$ cat src/rtl/isf_pkg.sv
// Shared types and constants for the 3x3 sharpen/blur image filter.
// No dependencies; imported by every isf_* module.
package isf_pkg;

    localparam int PIX_W  = 32;  // packed RGBA: red 7..0, green 15..8, blue 23..16, alpha 31..24
    localparam int CH_W   = 8;
    localparam int TAPS   = 9;
    localparam int CENTER = 4;
    localparam int ROWS   = 3;

    localparam int CFG_W_W   = 11;
    localparam int CFG_H_W   = 13;
    localparam int IMG_W_RST = 640;
    localparam int IMG_H_RST = 480;

    // config register indexes (byte address bits 3..2)
    localparam logic [1:0] REG_WIDTH  = 2'd0;
    localparam logic [1:0] REG_HEIGHT = 2'd1;
    localparam logic [1:0] REG_MODE   = 2'd2;

    localparam logic FUNC_PIXEL = 1'b0;
    localparam logic FUNC_DRAIN = 1'b1;

    localparam logic MODE_SHARPEN = 1'b0;
    localparam logic MODE_BLUR    = 1'b1;

    // sharpen sum spans -1020..1275, box sum 0..2295
    localparam int SHARP_W = 12;
    localparam int SUM_W   = 12;

    // floor(sum/9) == (sum*7282) >> 16 for every sum below 2296
    localparam int            RECIP_W   = 13;
    localparam logic [12:0]   BOX_RECIP = 13'd7282;
    localparam int            BOX_SHIFT = 16;

    typedef struct packed {
        logic border;
        logic mode;
    } chan_ctrl_t;

    typedef struct packed {
        logic busy;
        logic done;
    } div_stat_t;

endpackage

$ cat src/rtl/isf_cell.sv
// One window cell: holds a pixel and takes its right neighbor's pixel on shift.
// Depends on isf_pkg.
module isf_cell (
    input  logic                     clk,
    input  logic                     rst_n,
    input  logic                     en,
    input  logic [isf_pkg::PIX_W-1:0] d,
    output logic [isf_pkg::PIX_W-1:0] q
);
    import isf_pkg::*;

    logic [PIX_W-1:0] pix_reg;

    always_ff @(posedge clk or negedge rst_n)
    begin
        if (!rst_n)
        begin
            pix_reg <= '0;
        end
        else if (en)
        begin
            pix_reg <= d;
        end
    end

    assign q = pix_reg;

endmodule

$ cat config.mk
export PLATFORM = sky130hd
export DESIGN_NAME = isf_cell
export DESIGN_NICKNAME = d
export VERILOG_FILES = /design/src/rtl/isf_pkg.sv /design/src/rtl/isf_cell.sv
export SDC_FILE = /design/constraint.sdc
export NUM_CORES = 1
export LEC_CHECK = 0
export BUFFER_PORTS_ARGS = -buffer_cell sky130_fd_sc_hd__buf_2
export CAP_MARGIN = 15
export CORE_MARGIN = 2
export CORE_UTILIZATION = 42
export CTS_BUF_LIST = sky130_fd_sc_hd__clkbuf_8 sky130_fd_sc_hd__clkbuf_16
export DETAILED_ROUTE_END_ITERATION = 7
export PLACE_DENSITY = 0.85
export SYNTH_ARGS = -nofsm -noshare
export SYNTH_HDL_FRONTEND = slang
export SYNTH_SLANG_ARGS = --single-unit
$ cat constraint.sdc
create_clock -name clk -period 1.21 [get_ports clk]
set_input_delay 0.1815 -clock clk [delete_from_list [all_inputs] [get_ports clk]]
set_output_delay 0.1815 -clock clk [all_outputs]
set_load 0.01 [all_outputs]
# Word-level counts from Yosys, hierarchy flattened
# Cells that the tools add are included.
word_totals:
  regBits: 32
  latch_bits: 0
  ramBits: 0
  rom_bits: 0
  wordCells: 1
  n_memories: 0
classes:
  add_sub_neg: 0
  n_mul: 0
  div_mod_pow: 0
  magnitude_cmp: 0
  n_eq_ne: 0
  n_shift: 0
  muxes: 0
  bitwise: 0
  reduce_logical: 0

# Longest topological paths before layout
logic_depth:
  ltp_word: 0
  ltp_mapped: 3
  depth_no_buf: 1

# Worst setup path before layout
# Ideal clock, no wire load.
synth_path:
  path_kind: "input -> register"
  from: "in en"
  to: "reg pix_reg[0], in the netlist q[0]"
  setup_ps: 125
  t_arrival_ps: 724
  required_ps: 1085
  path_slack_ps: 361
  path_stages: 3
  path_buffers: 2
  cell_sequence: "buf_6 buf_12 mux2_4"
synth_lines:
  columns: ["element", "line_no", "text"]
  rows:
  - ["from (decl)", "isf_cell.sv:6", "input logic en,"]
  - ["to (signal assigned)", "isf_cell.sv:18", "pix_reg <= '0;"]
  - ["to (signal assigned)", "isf_cell.sv:22", "pix_reg <= d;"]
  - ["to (decl)", "isf_cell.sv:12", "logic [PIX_W-1:0] pix_reg;"]
# No word-level cell between the ends.

# Worst setup path in the final report
layout_path:
  from: "reg pix_reg[12], in the netlist q[12]"
  to: "out q[12] (netlist bit)"
layout_lines:
  columns: ["element", "line_no", "text"]
  rows:
  - ["to (decl)", "isf_cell.sv:8", "output logic [isf_pkg::PIX_W-1:0] q"]
# No word-level cell between the ends.

==> reports/results.ini <==
[power_and_ir_drop]
peakVddDrop_uv=768
total_power_uw=2500
power.leakage_uw=0.000975
power_per_cell_area_nw_per_um2=1370

[floorplanning]
initial_core_util=0.441
ios=67
die_y_um=60.6
die_w_um=60.6
num_rows=20
core_um2=3050
dieArea_um2=3670

[cells_and_area]
drive_gt1_frac=0.754
nNetsFinal=176
n_antenna_cell=0
areaGrowthSynthToFinish_pct=35.3
largest_register_ffs=32
utilization=0.596
layoutNonFillerInstCount=186
n_fill_cell=269

[logic_synthesis]
ys_ff_latch=32
synth_top_area_frac=0.595
netlist_area_um2=1350
synth-xor-area-share=0
synth_cells=68
ys_seq_area_frac=0.595
synth-compound-area-share=0
synth_cell_type_count=5
ys.warnings.count=0
synth_mux_area_frac=0.352
synth-simple-area-share=0
yosys-top-cells-area=dfrtp_1 (60%), mux2_4 (33%), buf_12 (4.5%)
post_synth.cell_area_avg_um2=19.8
synth_top_family_by_area=multiplexers
synth_top_cell_by_area=dfrtp_1
syn-num-nets=103
synth_fa_ha_area_frac=0

[setup_path]
crit_buf_inv=1
crit_type=reg -> out
cp-start-kind=flip-flop
cpPeakStageDelay_ns=0.39
required_ns=1.03
crit_arrival_ns=0.81
critPathTopFamily=flip-flops
crit_slowest_cell=dfrtp_1
crit_fanout=2
path_cells=buf_2
crit_path_end_kind=primary output

[placed_design]
placed_cells=177
io_buffers=66
hpwl_mm=1.92
place_ws_ns=0.207
routabilityCongestion=0.642

[route]
viasPerCell=4.52
routedWlPerCell_um=13.6
ant_nets=0
vias=840
drt_iter0_markers=11
drc=0
drtPass1Iterations=2
routed_wl_mm=2.53

[clock_network]
clk_path_buf_depth=2
clock_sinks=32
cts_root_buffer=clkbuf_8
cts_setup_buffers=0
path_clk_slew_ns=0.07
clock_latency_ns=0.27
cts_tree=done
htreeDepth=2
numCtsBuffers=5

[sta]
min_period_ns=0.994
setup_viol=0
tightest_slew_ns=0.378
max_slew_margin=0.748
finalHoldViolCount=0
max_freq_mhz=1010
fin_tns_setup_ns=0
final.period_utilization=0.821
fin_skew_ns=0
finalMaxSlewViolations=0
setup_ws_ns=0.216
rsz0062_at_grt=false

[global_routing]
grt_usage=0.149
overflow=0
antenna_found_initial=0
first_global_vias=838
grt_max_degree=18
grt_pass1_wl_mm=3.86

[run]
drv_cap=0

[min_path]
hp-class=in -> reg

[run_status]
outcome=completed

==> synth_stat cells (all sizes together) <==
master	n
dfrtp	32
buf	4
mux2	32
==> power by group <==
| group | internal (uW) | switching (uW) | leakage (uW) |
|---|---|---|---|
| Clock | 446 | 343 | 0.0000538 |
| Combinational | 284 | 189 | 0.000547 |
| Sequential | 1180 | 59.3 | 0.000374 |
| Total | 1910 | 591 | 0.000975 |
==> per-stage QoR <==
| step | hold WS [ns] | instance area [um^2] |
|---|---|---|
| 3_3_place_gp | 0.106 | 1720 |
| 4_1_cts | 0.125 | 1820 |
| 3_5_place_dp | 0.114 | 1720 |
| 5_1_grt | 0.115 | 1820 |
| 2_1_floorplan | -0.114 | 1350 |
| 6_report | 0.130 | 1820 |
==> layout make-up <==
class,instances,area (um^2),area share
well taps,44,55.1,0.0303
flip-flops and latches,32,801,0.440
clock inverters,2,7.51,0.00413
multi-input cells,32,473,0.260
repair buffers,70,400,0.220
clock buffers,6,82.6,0.0454
==> routing by layer <==
| metal | vias to the layer above | GRT usage | part of all wire | wire, um |
|---|---|---|---|---|
| li1 | 382 | - | - | - |
| met2 | 41 | 0.246 | 0.52 | 1310 |
| met4 | 0 | 0.0745 | 0.014 | 36 |
| met5 | - | 0 | 0 | 0 |
| met3 | 4 | 0.0512 | 0.058 | 146 |
| met1 | 413 | 0.172 | 0.41 | 1040 |
==> repair_timing <==
action | CTS | global route
endpoints found under the hold margin | 15 | 0
gates resized for setup | 0 | 0
hold buffers | 1 | 0
==> layout by cell type, fill, tap and decap left out, drive strengths merged <==
cell type,count
buf,69
clkbuf,6
dfrtp,32
dlygate4sd3,1
inv,2
mux2,32
==> final timing paths <==
check	startpoint	slack (ns)	endpoint	cells past startpoint
setup reg to reg	q[5]	0.44	q[5]	1
min in group asynchronous	rst_n	0.36	q[10]	2
hold reg to reg	q[28]	0.50	q[28]	1
max in group asynchronous	rst_n	0.44	q[5]	3
setup / recovery	q[12]	0.22	q[12]	1
hold / removal	d[10]	0.13	q[10]	2
==> cell families after synthesis <==
logic type	Yosys count
buf+inv	4
mux	32
flops	32
(Power assumes the default switching activity.)
