## src/rtl/isf_pkg.sv

```systemverilog
// Shared types and constants for the 3x3 sharpen/blur image filter.
// No dependencies; imported by every isf_* module.
package isf_pkg;

    localparam int PIX_W  = 32;  // packed RGBA: red 7..0, green 15..8, blue 23..16, alpha 31..24
    localparam int CH_W   = 8;
    localparam int TAPS   = 9;
    localparam int CENTER = 4;
    localparam int ROWS   = 3;

    localparam int CFG_W_W   = 11;
    localparam int CFG_H_W   = 13;
    localparam int IMG_W_RST = 640;
    localparam int IMG_H_RST = 480;

    // config register indexes (byte address bits 3..2)
    localparam logic [1:0] REG_WIDTH  = 2'd0;
    localparam logic [1:0] REG_HEIGHT = 2'd1;
    localparam logic [1:0] REG_MODE   = 2'd2;

    localparam logic FUNC_PIXEL = 1'b0;
    localparam logic FUNC_DRAIN = 1'b1;

    localparam logic MODE_SHARPEN = 1'b0;
    localparam logic MODE_BLUR    = 1'b1;

    // sharpen sum spans -1020..1275, box sum 0..2295
    localparam int SHARP_W = 12;
    localparam int SUM_W   = 12;

    // floor(sum/9) == (sum*7282) >> 16 for every sum below 2296
    localparam int            RECIP_W   = 13;
    localparam logic [12:0]   BOX_RECIP = 13'd7282;
    localparam int            BOX_SHIFT = 16;

    typedef struct packed {
        logic border;
        logic mode;
    } chan_ctrl_t;

    typedef struct packed {
        logic busy;
        logic done;
    } div_stat_t;

endpackage

```

## src/rtl/isf_pos_div.sv

```systemverilog
// Restoring divider, one quotient bit per cycle; splits the output position
// into row and column after a size change. Depends on isf_pkg.
module isf_pos_div #(
    parameter int N_W = 22,
    parameter int D_W = 11
) (
    input  logic               clk,
    input  logic               rst_n,
    input  logic               start,
    input  logic [N_W-1:0]     dividend,
    input  logic [D_W-1:0]     divisor,
    output isf_pkg::div_stat_t stat,
    output logic [N_W-1:0]     quot,
    output logic [D_W-1:0]     rem
);
    import isf_pkg::*;

    localparam int C_W = $clog2(N_W + 1);

    typedef enum logic [2:0] {
        DV_IDLE = 3'b001,
        DV_RUN  = 3'b010,
        DV_DONE = 3'b100
    } dv_state_t;

    dv_state_t      state_reg;
    logic [C_W-1:0] cnt_reg;
    logic [N_W-1:0] quo_reg;
    logic [D_W-1:0] rem_reg;
    logic [D_W:0]   trial;
    logic           ge;
    logic [D_W-1:0] rem_next;
    logic [N_W-1:0] quo_next;

    always_comb
    begin
        trial    = {rem_reg, quo_reg[N_W-1]};
        ge       = (trial >= {1'b0, divisor});
        rem_next = ge ? D_W'(trial - {1'b0, divisor}) : trial[D_W-1:0];
        quo_next = {quo_reg[N_W-2:0], ge};
    end

    always_ff @(posedge clk or negedge rst_n)
    begin
        if (!rst_n)
        begin
            state_reg <= DV_IDLE;
            cnt_reg   <= '0;
        end
        else if (start)
        begin
            state_reg <= DV_RUN;
            cnt_reg   <= '0;
        end
        else
        begin
            case (state_reg)
                DV_RUN:
                begin
                    cnt_reg <= cnt_reg + 1'b1;
                    if (cnt_reg == C_W'(N_W - 1))
                    begin
                        state_reg <= DV_DONE;
                    end
                end
                DV_DONE:
                begin
                    state_reg <= DV_IDLE;
                end
                default:
                begin
                    state_reg <= DV_IDLE;
                end
            endcase
        end
    end

    always_ff @(posedge clk)
    begin
        if (start)
        begin
            quo_reg <= dividend;
            rem_reg <= '0;
        end
        else if (state_reg == DV_RUN)
        begin
            quo_reg <= quo_next;
            rem_reg <= rem_next;
        end
    end

    assign stat.busy = (state_reg != DV_IDLE);
    assign stat.done = (state_reg == DV_DONE);
    assign quot      = quo_reg;
    assign rem       = rem_reg;

endmodule

```

## config.mk

```make
export PLATFORM = sky130hd
export DESIGN_NAME = isf_pos_div
export DESIGN_NICKNAME = d
export VERILOG_FILES = /design/src/rtl/isf_pkg.sv /design/src/rtl/isf_pos_div.sv
export SDC_FILE = /design/constraint.sdc
export NUM_CORES = 1
export LEC_CHECK = 0
export ABC_CLOCK_PERIOD_IN_PS = 5200
export BUFFER_PORTS_ARGS = -buffer_cell sky130_fd_sc_hd__buf_2
export CAP_MARGIN = 20
export CORE_MARGIN = 3
export CORE_UTILIZATION = 35
export CTS_BUF_LIST = sky130_fd_sc_hd__clkbuf_4
export DETAILED_ROUTE_END_ITERATION = 10
export PLACE_DENSITY = 0.62
export SYNTH_ARGS = -nofsm -noshare
export SYNTH_HDL_FRONTEND = slang
export SYNTH_SLANG_ARGS = --single-unit
```

## constraint.sdc

```tcl
create_clock -name clk -period 5.2 [get_ports clk]
set_input_delay 0.26 -clock clk [delete_from_list [all_inputs] [get_ports clk]]
set_output_delay 0.26 -clock clk [all_outputs]
set_load 0.01 [all_outputs]
```

== Yosys cells after proc, flatten, opt, wreduce, memory -nomap -nowiden ==
Index checks and enable logic that the tools add are counted.

* Bits in registers: 41
* Input bits: 36
* Output and inout bits: 35
* Logic and storage cells: 21

* Add/subtract/negate cells: 2
* $lt $le $gt $ge: 1
* Equality and inequality tests: 5
* Muxes and demuxes: 8
* Reductions and logical operators: 1

{| class="wikitable"
|+ Operator list
! operator !! count
|-
| $mux W22 || 2
|-
| $ge A12 B11 Y1 || 1
|-
| $mux W11 || 1
|-
| $sub A11 B11 Y11 || 1
|-
| $mux W5 || 2
|-
| $mux W3 || 3
|-
| $add A5 B1 Y5 const B || 1
|-
| $eq A5 B5 Y1 const B || 1
|-
| $eq A3 B2 Y1 const B || 1
|-
| $eq A3 B3 Y1 const B || 1
|-
| $ne A3 B1 Y1 const B || 1
|-
| $ne A3 B3 Y1 const B || 1
|-
| $reduce_bool A2 Y1 || 1
|}

== Depth between registers and ports, before layout ==
* Depth in word-level cells: 4
* Gate-level depth with buffers: 9
* Mapped depth without buffers: 9

== Least setup slack after synthesis ==
Ideal clock, no wire load.

* Path kind: register to register
* Start point: register quo_reg[21], in the netlist quot[21]
* End point: register rem_reg[0], in the netlist rem[0]
* Setup time: 0.079 ns
* Arrival: 2.199 ns
* Data required time: 5.121 ns
* Path slack: 2.922 ns
* Stages on the path, launching flop included: 10
* Path buffers: 0
* Clock period less this slack: 2.278 ns
* Cells stage by stage: edfxtp_1 inv_1 ha_1 fa_1 nor2b_1 o31a_1 o21a_2 a21oi_4 mux2_4 a211oi_2

* Word-level cells in the longest chain between the ends: 2
* Elaborated cells between the ends (all ways): 3
* Classes of those cells: add/sub: 1; order compare: 1; mux: 1

{| class="wikitable"
|+ RTL lines
! what !! RTL line !! RTL
|-
| start: declaration || isf_pos_div.sv:28 || <nowiki>logic [N_W-1:0] quo_reg;</nowiki>
|-
| start signal: assignment || isf_pos_div.sv:82 || <nowiki>quo_reg <= dividend;</nowiki>
|-
| start signal: assignment || isf_pos_div.sv:87 || <nowiki>quo_reg <= quo_next;</nowiki>
|-
| $sub A11 B11 Y11 / $ge A12 B11 Y1 (equally long branches) || isf_pos_div.sv:39, isf_pos_div.sv:38 ||
|-
| $mux W11 (*) || isf_pos_div.sv:39 || <nowiki>rem_next = ge ? D_W'(trial - {1'b0, divisor}) : trial[D_W-1:0];</nowiki>
|-
| end signal: assignment || isf_pos_div.sv:88 || <nowiki>rem_reg <= rem_next;</nowiki>
|-
| end: declaration || isf_pos_div.sv:29 || <nowiki>logic [D_W-1:0] rem_reg;</nowiki>
|}

Every way passes the cells marked *; elsewhere a longest branch is shown, timed or not.
A chain may end at the register's enable or synchronous reset.

== Final worst setup path ==
Same ends and word-level chain as after synthesis.

==> results.toml <==
[status]
status = "complete, no violations"

[floorplan]
top_level_ports = 71
die_x_um = 88.9
die_area_mm2 = 0.00790
die_y_um = 88.9
core-area_mm2 = 0.00649
start_util = 0.370
row_count = 29

[global_routing]
grt_pass1_wl_um = 8510
grt_pass1_vias = 1823
gr-total-overflow = 0
grt_antenna_before_repair = 0
grt_max_degree = 42
grt_use_total = 0.138

[critical_path]
reg2reg_slack_ns = 2.72
timing.rr.end = "rem[0]"
cp_max_fo = 10
critical_path_required_ns = 5.47
cp-start-kind = "flip-flop"
ff2ff_path_depth = 9
crit_type = "reg -> reg"
arrival_ns = 2.76
reg2reg_from = "quot[21]"
end_kind = "flip-flop"

[power_and_ir_drop]
peakVddDrop_mv = 0.156
cellPowerDensity_mw_per_mm2 = 428
p_leak_nw = 1.33

[route]
wl_per_cell_um = 14.2
routed_via_density = 5.07
num_vias = 1895
drt_first_pass_iters = 4
drc = 0
drtIter0Drc = 63
ant_nets = 0
drt_wl_total_um = 5310

[finish]
antenna_cells = 0
drive_above_1_share = 0.384
area_delta_synth_final_pct = 21.5
final_common_cell = "buf_2"
final_cell_mix = "70 x buf_2, 24 x nor2_1, 22 x mux2_2, 22 x edfxtp_1, 20 x nand2_1"
nFillCells = 640
largest_reg_flops = 22
final_nets = 346

[sta]
slew_viol_final = 0
slew-limit-headroom = 0.405
fin_crit_ns = 2.48
hold_viol_final = 0
setup-tns-final_ns = 0
max_freq_ghz = 0.403
finalCritPeriodShare = 0.477
rsz0062_at_grt = "false"
setup_viol = 0
setup_slack_ns = 2.72
fin_skew_ns = 0.00754
tightest_slew_ns = 0.892

[run]
maxCapViolations = 0

[logic_synthesis]
syn_area_mm2 = 0.00240
synth-edff-count = 22
postSynthAreaPerCell_um2 = 10.7
synth_flop_cell = "edfxtp_1"
synth-seq-cells = 41
syn-num-nets = 275
syn_inst = 225
async_flop_share = 0.195
yosysUniqueCellTypes = 49
synth-seq-area-share = 0.450
synth_warnings = 0

[cts]
cts_tree = "built"
cts.sinks = 41
cts_setup_buffers = 0
ctsResizeCount = 0
cts_made_buffers = 5
htreeDepth = 2
clock-root-buffer = "clkbuf_4"
cts.clk_slew.worst_paths_ns = 0.13
clk_latency_ns = 0.35
clock_path_buffers = 2

[place]
globalplace.congestion = 0.846
place.port_buffers = 70
dp.final_hpwl_um = 3820
dp_slack_ns = 2.76

[min_path]
min_to = "quot[15]"
whs_path_depth = 2
hold_start = "dividend[15]"
worstHoldPathType = "in -> reg"
-- power breakdown --
| part | internal, mW | switching [mW] |
|---|---|---|
| Combinational | 0.251 | 0.316 |
| Clock | 0.0996 | 0.112 |
| Sequential | 0.420 | 0.0521 |
-- cell usage after synthesis (4+ instances only) --
| cell type | n | share of area |
|---|---|---|
| nor2_1 | 24 | 0.037 |
| ha_1 | 13 | 0.068 |
| inv_1 | 18 | 0.028 |
| edfxtp_1 | 22 | 0.27 |
| o21ai_0 | 5 | 0.010 |
| a21oi_1 | 5 | 0.010 |
| nand3_1 | 4 | 0.0083 |
| dfxtp_1 | 11 | 0.092 |
| clkbuf_1 | 6 | 0.0094 |
| nand4_1 | 4 | 0.010 |
| a311oi_1 | 8 | 0.029 |
| dfrtp_1 | 7 | 0.073 |
| nand2_1 | 20 | 0.031 |
| mux2_2 | 22 | 0.10 |
-- worst max-delay path, cell delays in order (launching register included) --
cell      delay [ns]
edfxtp_1        0.40
inv_1           0.09
ha_1            0.19
fa_1            0.22
nor2b_1         0.07
o31a_1          0.29
o21a_2          0.27
a21oi_4         0.34
mux2_4          0.34
a211oi_2        0.21
-- worst max path at each step --
stage	from	endpoint	slack [ns]
after floorplan	quot[21]	rem[0]	2.92
after global placement	quot[21]	rem[1]	2.81
after detailed placement	quot[21]	rem[0]	2.76
after CTS	quot[21]	rem[0]	2.69
after global routing	quot[21]	rem[0]	2.57
final	quot[21]	rem[0]	2.72
-- per-stage QoR --
stage | hold slack [ns] | total power [mW] | cell area [µm²] | std cells | utilization
after global routing | 0.175 | 1.36 | 2920 | 374 | 0.450
after floorplan | -0.0356 | 0.882 | 2400 | 225 | -
after CTS | 0.181 | 1.27 | 2920 | 374 | 0.450
after detailed placement | 0.116 | 1.05 | 2830 | 365 | 0.436
final | 0.200 | 1.25 | 2920 | 374 | 0.450
after global placement | 0.111 | 1.04 | 2830 | 365 | 0.436
-- per-layer routing --
layer | share of wire | global-route usage | vias to the layer above
li1 | - | - | 966
met5 | 0 | 0 | -
met2 | 0.50 | 0.224 | 37
met1 | 0.45 | 0.179 | 886
met4 | 0.013 | 0.0426 | 0
met3 | 0.042 | 0.0369 | 6
-- what timing repair did --
action / CTS / global route
endpoints found under the hold margin: 8 / 0
hold buffers: 1 / 0
setup endpoints to repair: 0 / 0
-- logic make-up (layout without fill, tap and decap cells) --
kind of cell               Yosys count  count (layout)  share of synthesized area
muxes                               25              25                      0.120
DFF                                 41              41                      0.450
buffers and inverters               26              98                     0.0406
AOI/OAI and AO/OA                   43              43                      0.146
adders and majority gates           14              14                     0.0760
xor gates and xnor gates             6               6                     0.0219
and+or+nand+nor                     70              70                      0.146
-- area by class of cell --
cell class / count / area, µm² / share of cell area
Timing Repair Buffer: 72 / 368 / 0.126
Tap cell: 77 / 96.3 / 0.0330
Multi-Input combinational cell: 158 / 1230 / 0.421
Inverter: 18 / 67.6 / 0.0231
Sequential cell: 41 / 1080 / 0.370
Clock buffer: 5 / 37.5 / 0.0128
Clock inverter: 3 / 41.3 / 0.0141
Power figures use the tool's default switching activity.
