[src/rtl/isf_pkg.sv]
// Shared types and constants for the 3x3 sharpen/blur image filter.
// No dependencies; imported by every isf_* module.
package isf_pkg;

    localparam int PIX_W  = 32;  // packed RGBA: red 7..0, green 15..8, blue 23..16, alpha 31..24
    localparam int CH_W   = 8;
    localparam int TAPS   = 9;
    localparam int CENTER = 4;
    localparam int ROWS   = 3;

    localparam int CFG_W_W   = 11;
    localparam int CFG_H_W   = 13;
    localparam int IMG_W_RST = 640;
    localparam int IMG_H_RST = 480;

    // config register indexes (byte address bits 3..2)
    localparam logic [1:0] REG_WIDTH  = 2'd0;
    localparam logic [1:0] REG_HEIGHT = 2'd1;
    localparam logic [1:0] REG_MODE   = 2'd2;

    localparam logic FUNC_PIXEL = 1'b0;
    localparam logic FUNC_DRAIN = 1'b1;

    localparam logic MODE_SHARPEN = 1'b0;
    localparam logic MODE_BLUR    = 1'b1;

    // sharpen sum spans -1020..1275, box sum 0..2295
    localparam int SHARP_W = 12;
    localparam int SUM_W   = 12;

    // floor(sum/9) == (sum*7282) >> 16 for every sum below 2296
    localparam int            RECIP_W   = 13;
    localparam logic [12:0]   BOX_RECIP = 13'd7282;
    localparam int            BOX_SHIFT = 16;

    typedef struct packed {
        logic border;
        logic mode;
    } chan_ctrl_t;

    typedef struct packed {
        logic busy;
        logic done;
    } div_stat_t;

endpackage

[src/rtl/isf_chan.sv]
// Per-channel kernel: registered sharpen and box sums, then clamp / divide-by-9.
// Border pixels pass through unfiltered. Depends on isf_pkg.
module isf_chan (
    input  logic                                      clk,
    input  logic                                      en,
    input  logic [isf_pkg::TAPS-1:0][isf_pkg::CH_W-1:0] taps,
    input  isf_pkg::chan_ctrl_t                       ctrl,
    output logic [isf_pkg::CH_W-1:0]                  result
);
    import isf_pkg::*;

    logic [SHARP_W-1:0]        pos_sum;
    logic [SHARP_W-1:0]        neg_sum;
    logic [SUM_W-1:0]          box_sum;
    logic signed [SHARP_W-1:0] sharp_reg;
    logic [SUM_W-1:0]          box_reg;
    logic [CH_W-1:0]           raw_reg;
    chan_ctrl_t                ctrl_reg;
    logic [SUM_W+RECIP_W-1:0]  box_prod;
    logic [CH_W-1:0]           sharp_clamp;

    always_comb
    begin
        pos_sum = (SHARP_W'(taps[CENTER]) << 2) + SHARP_W'(taps[CENTER]);
        neg_sum = SHARP_W'(taps[1]) + SHARP_W'(taps[3]) + SHARP_W'(taps[5])
                + SHARP_W'(taps[7]);
        box_sum = '0;
        for (int i = 0; i < TAPS; i++)
        begin
            box_sum = box_sum + SUM_W'(taps[i]);
        end
    end

    always_ff @(posedge clk)
    begin
        if (en)
        begin
            sharp_reg <= signed'(pos_sum - neg_sum);
            box_reg   <= box_sum;
            raw_reg   <= taps[CENTER];
            ctrl_reg  <= ctrl;
        end
    end

    assign box_prod = (SUM_W+RECIP_W)'(box_reg) * (SUM_W+RECIP_W)'(BOX_RECIP);

    always_comb
    begin
        if (sharp_reg < 0)
        begin
            sharp_clamp = '0;
        end
        else if (sharp_reg > SHARP_W'(255))
        begin
            sharp_clamp = '1;
        end
        else
        begin
            sharp_clamp = sharp_reg[CH_W-1:0];
        end

        if (ctrl_reg.border)
        begin
            result = raw_reg;
        end
        else if (ctrl_reg.mode == MODE_BLUR)
        begin
            result = box_prod[BOX_SHIFT +: CH_W];
        end
        else
        begin
            result = sharp_clamp;
        end
    end

endmodule

[config.mk]
export PLATFORM = sky130hd
export DESIGN_NAME = isf_chan
export DESIGN_NICKNAME = d
export VERILOG_FILES = /design/src/rtl/isf_pkg.sv /design/src/rtl/isf_chan.sv
export SDC_FILE = /design/constraint.sdc
export NUM_CORES = 1
export LEC_CHECK = 0
export BUFFER_PORTS_ARGS = -buffer_cell sky130_fd_sc_hd__clkbuf_2
export CAP_MARGIN = 30
export CORE_ASPECT_RATIO = 0.8
export CORE_MARGIN = 3
export CORE_UTILIZATION = 54
export DETAILED_ROUTE_END_ITERATION = 6
export GPL_ROUTABILITY_DRIVEN = 0
export GPL_TIMING_DRIVEN = 0
export PLACE_DENSITY = 0.77
export SLEW_MARGIN = 20
export SYNTH_ARGS = -nofsm -noshare
export SYNTH_HDL_FRONTEND = slang
export SYNTH_SLANG_ARGS = --single-unit
[constraint.sdc]
create_clock -name clk -period 6.45 [get_ports clk]
set_input_delay 1.6125 -clock clk [delete_from_list [all_inputs] [get_ports clk]]
set_output_delay 1.6125 -clock clk [all_outputs]
set_load 0.1 [all_outputs]
# == Word level (Yosys, flattened, before mapping) ==
# Cells that the tools add are included.
# W data, S select, Z words.
# word_totals
register_bits,34
out_inout_bits,8
word_cells,25
# op_classes
add_sub_neg,13
mul,1
magnitude_cmp,2
n_mux,4
# op_table
cell,n
$add A12 B8 Y12,4
$add A10 B8 Y11,3
$mux W8,4
$mul A12 B12 Y23 const B,1
$add A9 B8 Y10,2
$add A8 B8 Y9,2
$add A11 B8 Y12,1
$gt A12 B9 Y1 const B,1
$lt A12 B1 Y1 const B,1
$sub A11 B11 Y12,1

# == Logic depth before layout (Yosys ltp) ==
# Gate-level depths: netlist (run 1).
# logic_depth
ltp_word,8
ltp_mapped,19

# == Worst setup path before layout (run 1) ==
# Ideal clock, no wire load.
# synth_timing
kind,flip-flop to output port
from,register box_reg[7]
to,output port result[6] (netlist name)
arrival_time_ns,6.456
required_ns,4.838
slack_ns,-1.618
stages_incl_launch_ff,20
path_buffers,0
cell_sequence,edfxtp_1 inv_1 fa_1 inv_1 ha_1 inv_1 fa_1 inv_1 fa_1 inv_1 fa_1 inv_1 ha_1 nand2_1 a21oi_1 a221oi_2 o31ai_4 a211o_1 a211oi_2 o31ai_1
# synth_via
elab_chain_len,3
# synth_rtl
element,line_no,rtl
start: declaration,isf_chan.sv:16,logic [SUM_W-1:0] box_reg;
start signal: assignment,isf_chan.sv:39,box_reg <= box_sum;
$mul A12 B12 Y23,isf_chan.sv:45,assign box_prod = (SUM_W+RECIP_W)'(box_reg) * (SUM_W+RECIP_W)'(BOX_RECIP);
$mux W8,isf_chan.sv:66,else if (ctrl_reg.mode == MODE_BLUR)
$mux W8,isf_chan.sv:62,if (ctrl_reg.border)
end: declaration,isf_chan.sv:8,output logic [isf_pkg::CH_W-1:0] result
# Every way passes these cells.

# == Worst setup path in the final report (run 1) ==
# Same ends and word-level chain as after synthesis.

==> out/metrics.cfg, run 1 <==
[synth]
yosys.area.top_type=fa_1
synth_top_family_by_area=adder cells
synthArstFlopShare_pct=0
synth_top_cell_area_share_pct=37.7
synth_xor_xnor_area_share_pct=3.94
synth_fa_ha_area_share_pct=57.2
muxShareOfSynthArea_pct=0.167
ys_seq_elements=34
syn-num-nets=822
synth-simple-area-share_pct=3.79
synth-edff-count=34
synth_compound_area_share_pct=8.19
yosysUniqueCellTypes=44
avgSynthCellArea_sq_um=11.1
mappedNetlistArea_sq_um=6010
synth-seq-area-share_pct=17.0
synth.area.top_cells=fa_1 38%, ha_1 20%, edfxtp_1 17%
synth_ff_type=edfxtp_1
yosys_warnings=0
synthCells=539

[timing]
rsz0062_at_grt=true
max-slew-margin-rel_pct=44.9
slew_viol_final=0
fmax_mhz=147
fin_crit_ps=6810
fin_crit_sh_pct=106
setup_slack_ps=-360
finalSetupViolations=8
finalHoldViolCount=0
tightest_slew_ps=827

[place]
numPortBuffers=83
dp.cells=762
placed_area_sq_um=6680
dp_hpwl_microns=10800

[critical_path]
worst-path-stages=20
path_cells=inv_2, fa_1, inv_2, ha_4, inv_2, fa_1, inv_2, fa_1, inv_1, fa_1, inv_2, ha_4, nand2_2, a21oi_2, a221oi_4, o31ai_4, a211o_1, a211oi_2, o31ai_4, clkbuf_16
timing.critical_path.buf_inv=7
end_kind=primary output
arrival_ps=5200
cp-start-kind=register
crit_type=reg2out
slowest_stage=fa_1
crit_fanout=5
crit_family=adder cells
slowest_delay_ps=560
required_ps=4840
crit_top_cell=inv_2

[floorplanning]
num_io_pins=84
row_count=33
fp.coreArea_sq_um=10500
dieArea_sq_um=12400
chipHeight_microns=100
die_x_microns=124
start_util_pct=57.1

[clocking]
cts_root_buf=clkbuf_16
clock_sinks=34
cts_max_level=2
cts_tree=yes
cts-buffers-inserted=5
clk_pin_slew_ps=60
clockBufferDepth=2

[detailed_routing]
totalWireLength_microns=13000
drt-pass1-iter-count=5
drt_iter0_markers=143
ant_nets=0
vias=4094
wl_per_cell_microns=16.4
vias_per_cell=5.16
drc=0

[finish]
finalCoreUtilization_pct=70.1
area_delta_synth_final_pct=22.9
fin_nets=935
diodes=0
final_cells=793
multi_input_area_sq_um=4710
regArea_sq_um=1020
drive_above_1_share_pct=25.9
final_area_sq_um=7380
nFillCells=740

[global_route]
met3_usage_pct=3.66
grt_pass1_wl_microns=21700
antenna_found_initial=0
grt_pass1_vias=4621
track_usage_pct=22.4
use_met1_pct=30.3
overflow=0
use_met2_pct=39.0
busiest_layer=met2
grt_max_degree=35

[worst_hold_path]
hold_path.class=in2reg
min_delay_path_depth=1

[status]
violations=setup timing
status=finished with violations

[run]
drv_cap=0

-- synth_stat cells (all sizes together), types with 2 or more instances --
master / instances
a211oi: 4
a21o: 6
a21oi: 23
and2: 2
and3: 2
clkbuf: 3
edfxtp: 34
fa: 113
ha: 94
inv: 152
nand2: 14
nand2b: 4
nor2: 11
nor2b: 3
o211ai: 3
o21a: 5
o21ai: 11
o21bai: 3
o221ai: 2
o311ai: 2
o31ai: 3
or3: 2
xnor2: 15
xor2: 12
-- cells in the final DEF, fill, tap and decap left out, types with 2 or more instances in the layout --
| cell | n |
|---|---|
| a21o_1 | 6 |
| o21ai_0 | 9 |
| buf_12 | 2 |
| fa_1 | 112 |
| a211oi_2 | 4 |
| buf_4 | 21 |
| clkbuf_1 | 3 |
| a21oi_2 | 6 |
| inv_2 | 14 |
| and2_1 | 2 |
| o221ai_4 | 2 |
| clkbuf_2 | 75 |
| or3_1 | 2 |
| o211ai_1 | 3 |
| nand2_2 | 2 |
| nor2b_1 | 3 |
| a21oi_1 | 16 |
| edfxtp_1 | 34 |
| and3_1 | 2 |
| buf_6 | 2 |
| ha_2 | 2 |
| nand2_1 | 12 |
| o21bai_1 | 3 |
| xnor2_1 | 14 |
| xor2_1 | 9 |
| inv_1 | 138 |
| clkbuf_16 | 11 |
| nor2_1 | 11 |
| xor2_2 | 3 |
| ha_4 | 9 |
| nand2b_1 | 4 |
| o31ai_4 | 2 |
| ha_1 | 83 |
| o21a_1 | 5 |
-- cells by family (layout without fill, tap and decap cells) --
logic type,count (synthesis),count (layout)
adder cells (fa/ha/maj),207,207
AND/OR/NAND/NOR,45,45
AO/OA/AOI/OAI,70,70
multiplexers,1,1
flip-flops,34,34
XOR/XNOR,27,27
buffers and inverters,155,269
-- worst paths after layout --
kind                           to       start  slack, ps
worst max-delay path    result[6]  box_reg[7]       -360
worst min-delay path  ctrl_reg[0]     ctrl[0]       1500
-- area by class of cell --
| class | instances | share of cell area, % |
|---|---|---|
| clock inverters | 3 | 0.271 |
| clock buffers | 5 | 1.69 |
| inverters | 152 | 7.73 |
| flip-flops and latches | 34 | 13.8 |
| plain buffers | 3 | 0.153 |
| well taps | 140 | 2.37 |
| repair buffers | 106 | 10.1 |
| multi-input cells | 350 | 63.8 |
-- metal layers --
layer | part of all wire [%] | up-vias
met2 | 52 | 99
met1 | 43 | 2037
met5 | 0 | -
li1 | - | 1944
met4 | 1.1 | 0
met3 | 4.3 | 14
-- metrics by stage --
step / hold WS [ps] / setup WS (ps) / setup TNS [ps]
after detailed placement: 1790 / -549 / -3420
after global routing: 1500 / -548 / -3570
after CTS: 1500 / -274 / -1790
after global placement: 1790 / -462 / -2800
final: 1500 / -360 / -2320
after floorplan: 1710 / -47.4 / -47.4
-- what timing repair did --
item | 4_1_cts | 5_1_grt
setup endpoints to repair | 8 | 8
hold buffers | 0 | 0
gates resized for setup | 56 | 15
pin swaps | 23 | 20
buffers inserted | 20 | 5
Power of run 1 is left out: the tool's default activity adds up to more than one toggle a clock period on the data nets, which glitch-free logic cannot reach.
==> run 2: changes to the inputs <==
--- a/config.mk
+++ b/config.mk
@@ -5,11 +5,12 @@
 export SDC_FILE = /design/constraint.sdc
 export NUM_CORES = 1
 export LEC_CHECK = 0
+export ABC_AREA = 1
 export BUFFER_PORTS_ARGS = -buffer_cell sky130_fd_sc_hd__clkbuf_2
 export CAP_MARGIN = 30
 export CORE_ASPECT_RATIO = 0.8
 export CORE_MARGIN = 3
-export CORE_UTILIZATION = 54
+export CORE_UTILIZATION = 55
 export DETAILED_ROUTE_END_ITERATION = 6
 export GPL_ROUTABILITY_DRIVEN = 0
 export GPL_TIMING_DRIVEN = 0
==> constraint.sdc (replaced) <==
create_clock -name clk -period 5.96 [get_ports clk]
set_input_delay 1.49 -clock clk [delete_from_list [all_inputs] [get_ports clk]]
set_output_delay 1.49 -clock clk [all_outputs]
set_load 0.1 [all_outputs]
==> run 2 against run 1 <==
Effect of this change: the run still ends with setup timing left; via count grew 20%; synthesized area increased by 8.2%; sequential share of layout area shrank 1.2 points; critical path depth rose by 3; clock-buffer cell count unchanged; first-iteration DRC count increased by 130%; global-route usage up 2.6 points; critical path type unchanged.
==> out/metrics.cfg, run 2 <==
[place]
numPortBuffers=83
dp_hpwl_microns=13000
placed_area_sq_um=7180

[clocking]
cts_root_buf=clkbuf_16
clk_pin_slew_ps=50
clockBufferDepth=2
cts_max_level=2
clock_sinks=34
cts_tree=yes
cts-buffers-inserted=5

[floorplanning]
dieArea_sq_um=13200
num_io_pins=84
chipHeight_microns=103
row_count=34
die_x_microns=128
start_util_pct=58.1
fp.coreArea_sq_um=11200

[timing]
fin_crit_ps=6170
slew_viol_final=0
finalSetupViolations=8
finalHoldViolCount=0
fin_crit_sh_pct=103
setup_slack_ps=-208
rsz0062_at_grt=true
hold-worst-slack_ps=1390
max-slew-margin-rel_pct=43.7
fmax_mhz=162
setup_tns_ps=-1050
tightest_slew_ps=844

[critical_path]
path_cells=inv_2, fa_1, inv_2, ha_4, inv_2, fa_1, inv_1, fa_1, inv_1, fa_1, inv_2, ha_4, nand2_4, o21a_1, nor2_2, nor2_2, nand2_1, nand2_1, nand3_2, nand2_1, nand2_1, nand2_2, clkbuf_16
slowest_delay_ps=570
arrival_ps=4680
required_ps=4470
end_kind=primary output
cp-start-kind=register
crit_fanout=3
slowest_stage=fa_1
crit_type=reg2out

[run]
drv_cap=0

[synth]
synthCells=677
yosysMostFrequentCell=inv_1
synth.area.top_cells=fa_1 35%, ha_1 18%, edfxtp_1 16%
yosys-top-cells-count=173 x inv_1, 113 x fa_1, 94 x ha_1
yosysUniqueCellTypes=33
mappedNetlistArea_sq_um=6500
synth_top_cell_area_share_pct=34.8
ys_seq_elements=34
yosys.area.top_type=fa_1
synth_ff_type=edfxtp_1
yosys_warnings=0
synthArstFlopShare_pct=0
synth-edff-count=34
synth-seq-area-share_pct=15.7
syn-num-nets=960
avgSynthCellArea_sq_um=9.60

[global_route]
grt_max_degree=35
antenna_found_initial=0
grt_pass1_vias=5393
track_usage_pct=24.9
grt_pass1_wl_microns=25800
overflow=0

[finish]
final_cell_mix=158 x inv_1, 112 x fa_1, 79 x nand2_1, 76 x ha_1, 75 x clkbuf_2
nFillCells=746
fin_nets=1070
final_area_sq_um=8050
drive_above_1_share_pct=26.0
layout_commonest_cell=inv_1
area_delta_synth_final_pct=23.9
finalCoreUtilization_pct=72.0
diodes=0

[detailed_routing]
ant_nets=0
vias=4899
drc=0
vias_per_cell=5.26
totalWireLength_microns=15900
wl_per_cell_microns=17.1
drt_iter0_markers=331
drt-pass1-iter-count=5

[worst_hold_path]
min-delay-start=ctrl[1]
min_to=ctrl_reg[1]
hold_path.class=in2reg
min_delay_path_depth=1

[status]
violations=setup timing
status=finished with violations

==> run 2: cell count changes in the layout (fill, tap and decap cells not counted), sizes merged, moves of 7 or more <==
cell	previous run	this run
a21oi	23	42
inv	153	174
nand2	14	94
nand3	1	26
nor2	11	31
xnor2	15	8
==> run 2: final cells by class <==
type,instances,area [sq um],share of cell area [%]
clock inverters,3,68.8,0.855
multi-input cells,467,5240,65.1
well taps,144,180,2.24
clock buffers,5,125,1.55
repair buffers,103,733,9.11
plain buffers,2,27.5,0.342
inverters,174,653,8.11
flip-flops and latches,34,1020,12.7
==> run 2: worst max-delay path by stage <==
stage,endpoint,depth (start not counted),start
after CTS,result[4],21,box_reg[1]
after floorplan,result[4],20,box_reg[7]
after global placement,result[4],21,box_reg[3]
final,result[3],23,box_reg[9]
after detailed placement,result[4],21,box_reg[3]
after global routing,result[3],23,box_reg[9]
==> run 2: cells by family (layout without fill, tap and decap cells) <==
kind of cell    Yosys count  count (layout)  share of synthesized area (%)
simple gates            168             168                           11.4
buf+inv                 176             287                           10.5
fa+ha+maj               207             207                           52.9
compound gates           71              71                           6.68
xor+xnor                 21              21                           2.83
flops                    34              34                           15.7
==> run 2: per-layer routing <==
layer,global-route usage [%],part of all wire [%],vias to the layer above
met2,46.0,50,161
met4,4.29,1.5,0
met5,0,0,-
li1,-,-,2339
met1,32.8,43,2373
met3,2.62,5.3,26
==> run 2: stage by stage <==
step                      cells  worst slack, ps
after floorplan             677            -26.8
after global placement      904             -317
after detailed placement    904             -373
after CTS                   925             -106
after global routing        932             -371
final                       932             -208
==> run 2: timing repair <==
| item | 4_1_cts | 5_1_grt |
|---|---|---|
| hold buffers | 0 | 0 |
| resized for setup | 66 | 29 |
| pin swaps | 33 | 14 |
| buffers inserted | 13 | 7 |
| endpoints found under the setup margin | 8 | 8 |
==> run 2: worst max-delay path: cells and delay by family (launching register included) <==
| family | cells | cell delay, ps |
|---|---|---|
| buffers and inverters | 7 | 510 |
| and+or+nand+nor | 9 | 690 |
| DFF | 1 | 360 |
| adders and majority gates | 6 | 2620 |
| AOI/OAI and AO/OA | 1 | 190 |
Power of run 2 is left out for the same reason.
==> run 3: changes to the inputs <==
--- a/config.mk
+++ b/config.mk
@@ -14,7 +14,7 @@
 export DETAILED_ROUTE_END_ITERATION = 6
 export GPL_ROUTABILITY_DRIVEN = 0
 export GPL_TIMING_DRIVEN = 0
-export PLACE_DENSITY = 0.77
+export PLACE_DENSITY_LB_ADDON = 0.25
 export SLEW_MARGIN = 20
 export SYNTH_ARGS = -nofsm -noshare
 export SYNTH_HDL_FRONTEND = slang
==> run 3 against run 2 <==
Effect of this change: the run still ends with setup timing left; core utilization is 0.83 points higher; sequential cell count stayed put; global-route usage is 0.31 points lower; routed wire length is 0.93% lower; hold slack worse by 2.3 ps; die area stayed put; maximum frequency is 1.5% higher; cell area is 1.1% higher; critical path depth is 3 lower; critical endpoint is now result[2]; non-clock buffer count is 8 higher; via count is 0.73% higher.
==> out/metrics.cfg, run 3 (synthesis results as in run 2) <==
[status]
status=finished with violations
violations=setup timing

[clocking]
clockBufferDepth=2
cts_tree=yes
cts_hold_buf=0
cts-buffers-inserted=5
cts_max_level=2
cts_root_buf=clkbuf_16
clock_sinks=34
clk_pin_slew_ps=50

[global_route]
track_usage_pct=24.6
use_met2_pct=43.9
use_met1_pct=33.0
busiest_layer=met2
overflow=0
grt_max_degree=35
grt_pass1_vias=5313
met3_usage_pct=2.46
grt_pass1_wl_microns=25400
antenna_found_initial=0

[finish]
layout_commonest_cell=inv_1
final_area_sq_um=8150
finalCoreUtilization_pct=72.8
final_cell_mix=155 x inv_1, 112 x fa_1, 78 x nand2_1, 75 x clkbuf_2, 73 x ha_1
area_delta_synth_final_pct=25.3
drive_above_1_share_pct=27.9
fin_nets=1078
diodes=0

[run]
drv_cap=0

[place]
placed_area_sq_um=7180
numPortBuffers=83
preCtsSetupSlack_ps=-336
dp_hpwl_microns=12600

[detailed_routing]
ant_nets=0
totalWireLength_microns=15700
drt_iter0_markers=339
drc=0
drt-pass1-iter-count=5
vias=4935
wl_per_cell_microns=16.8
vias_per_cell=5.26

[timing]
rsz0062_at_grt=true
finalHoldViolCount=0
fmax_mhz=165
setup_slack_ps=-118
slew_viol_final=0
fin_crit_ps=6080
finalSetupViolations=6
fin_crit_sh_pct=102
tightest_slew_ps=855
max-slew-margin-rel_pct=43.0

[critical_path]
crit_type=reg2out
end_kind=primary output
crit_fanout=5
arrival_ps=4590
required_ps=4470
cp-start-kind=register

[worst_hold_path]
min_delay_path_depth=1
min-delay-start=ctrl[1]
hold_path.class=in2reg
min_to=ctrl_reg[1]

[floorplanning]
chipHeight_microns=103
num_io_pins=84
row_count=34
dieArea_sq_um=13200
fp.coreArea_sq_um=11200
die_x_microns=128
start_util_pct=58.1

## run 3: timing repair
item                                    in CTS  in global routing
pin swaps                                   28                 33
gates resized for setup                     63                 52
endpoints found under the setup margin       8                  8
cloned                                       0                  0
setup buffers                               16                 12
## run 3: worst max path at each step
stage               slack, ps         to        from  depth (start not counted)
floorplan                 -30  result[4]  box_reg[7]                         20
global placement         -350  result[4]  box_reg[7]                         21
detailed placement       -340  result[7]  box_reg[3]                         21
CTS                       -90  result[4]  box_reg[1]                         21
global route             -270  result[4]  box_reg[1]                         21
finish                   -120  result[2]  box_reg[9]                         20
## run 3: area by class of cell
cell class / count / area (sq um)
timing repair buffer: 111 / 785
sequential: 34 / 1020
inverter: 174 / 653
clock inverter: 2 / 33.8
multi-input combinational: 467 / 5320
buffer: 2 / 27.5
tap: 144 / 180
clock buffer: 5 / 125
fill: 770 / 3040
## run 3: stage by stage
stage | setup TNS [ps] | hold WS, ps | std cells
3_3_place_gp | -2000 | 1670 | 904
4_1_cts | -170 | 1390 | 927
2_1_floorplan | -26.8 | 1590 | 677
6_report | -460 | 1390 | 939
3_5_place_dp | -2120 | 1670 | 904
5_1_grt | -1730 | 1380 | 939
## run 3: worst max-delay path, stage by stage, from the launching register on
cell and delay, ps:
edfxtp_1 410, buf_6 150, fa_1 480, ha_4 300, inv_2 40, fa_1 550, inv_2 50, fa_1 580
ha_4 220, ha_4 310, buf_4 120, nand2_2 60, nor2_2 120, inv_1 70, o21a_1 210, nand3b_1 100
nand3_2 100, nand2_1 60, nand2_1 70, nand2_2 90, clkbuf_16 190
## run 3: layer usage
layer,routed length [microns],vias to the layer above
met5,0,-
met4,388,0
met3,688,37
met2,7870,178
met1,6800,2374
li1,-,2346
Power of run 3 is left out for the same reason.
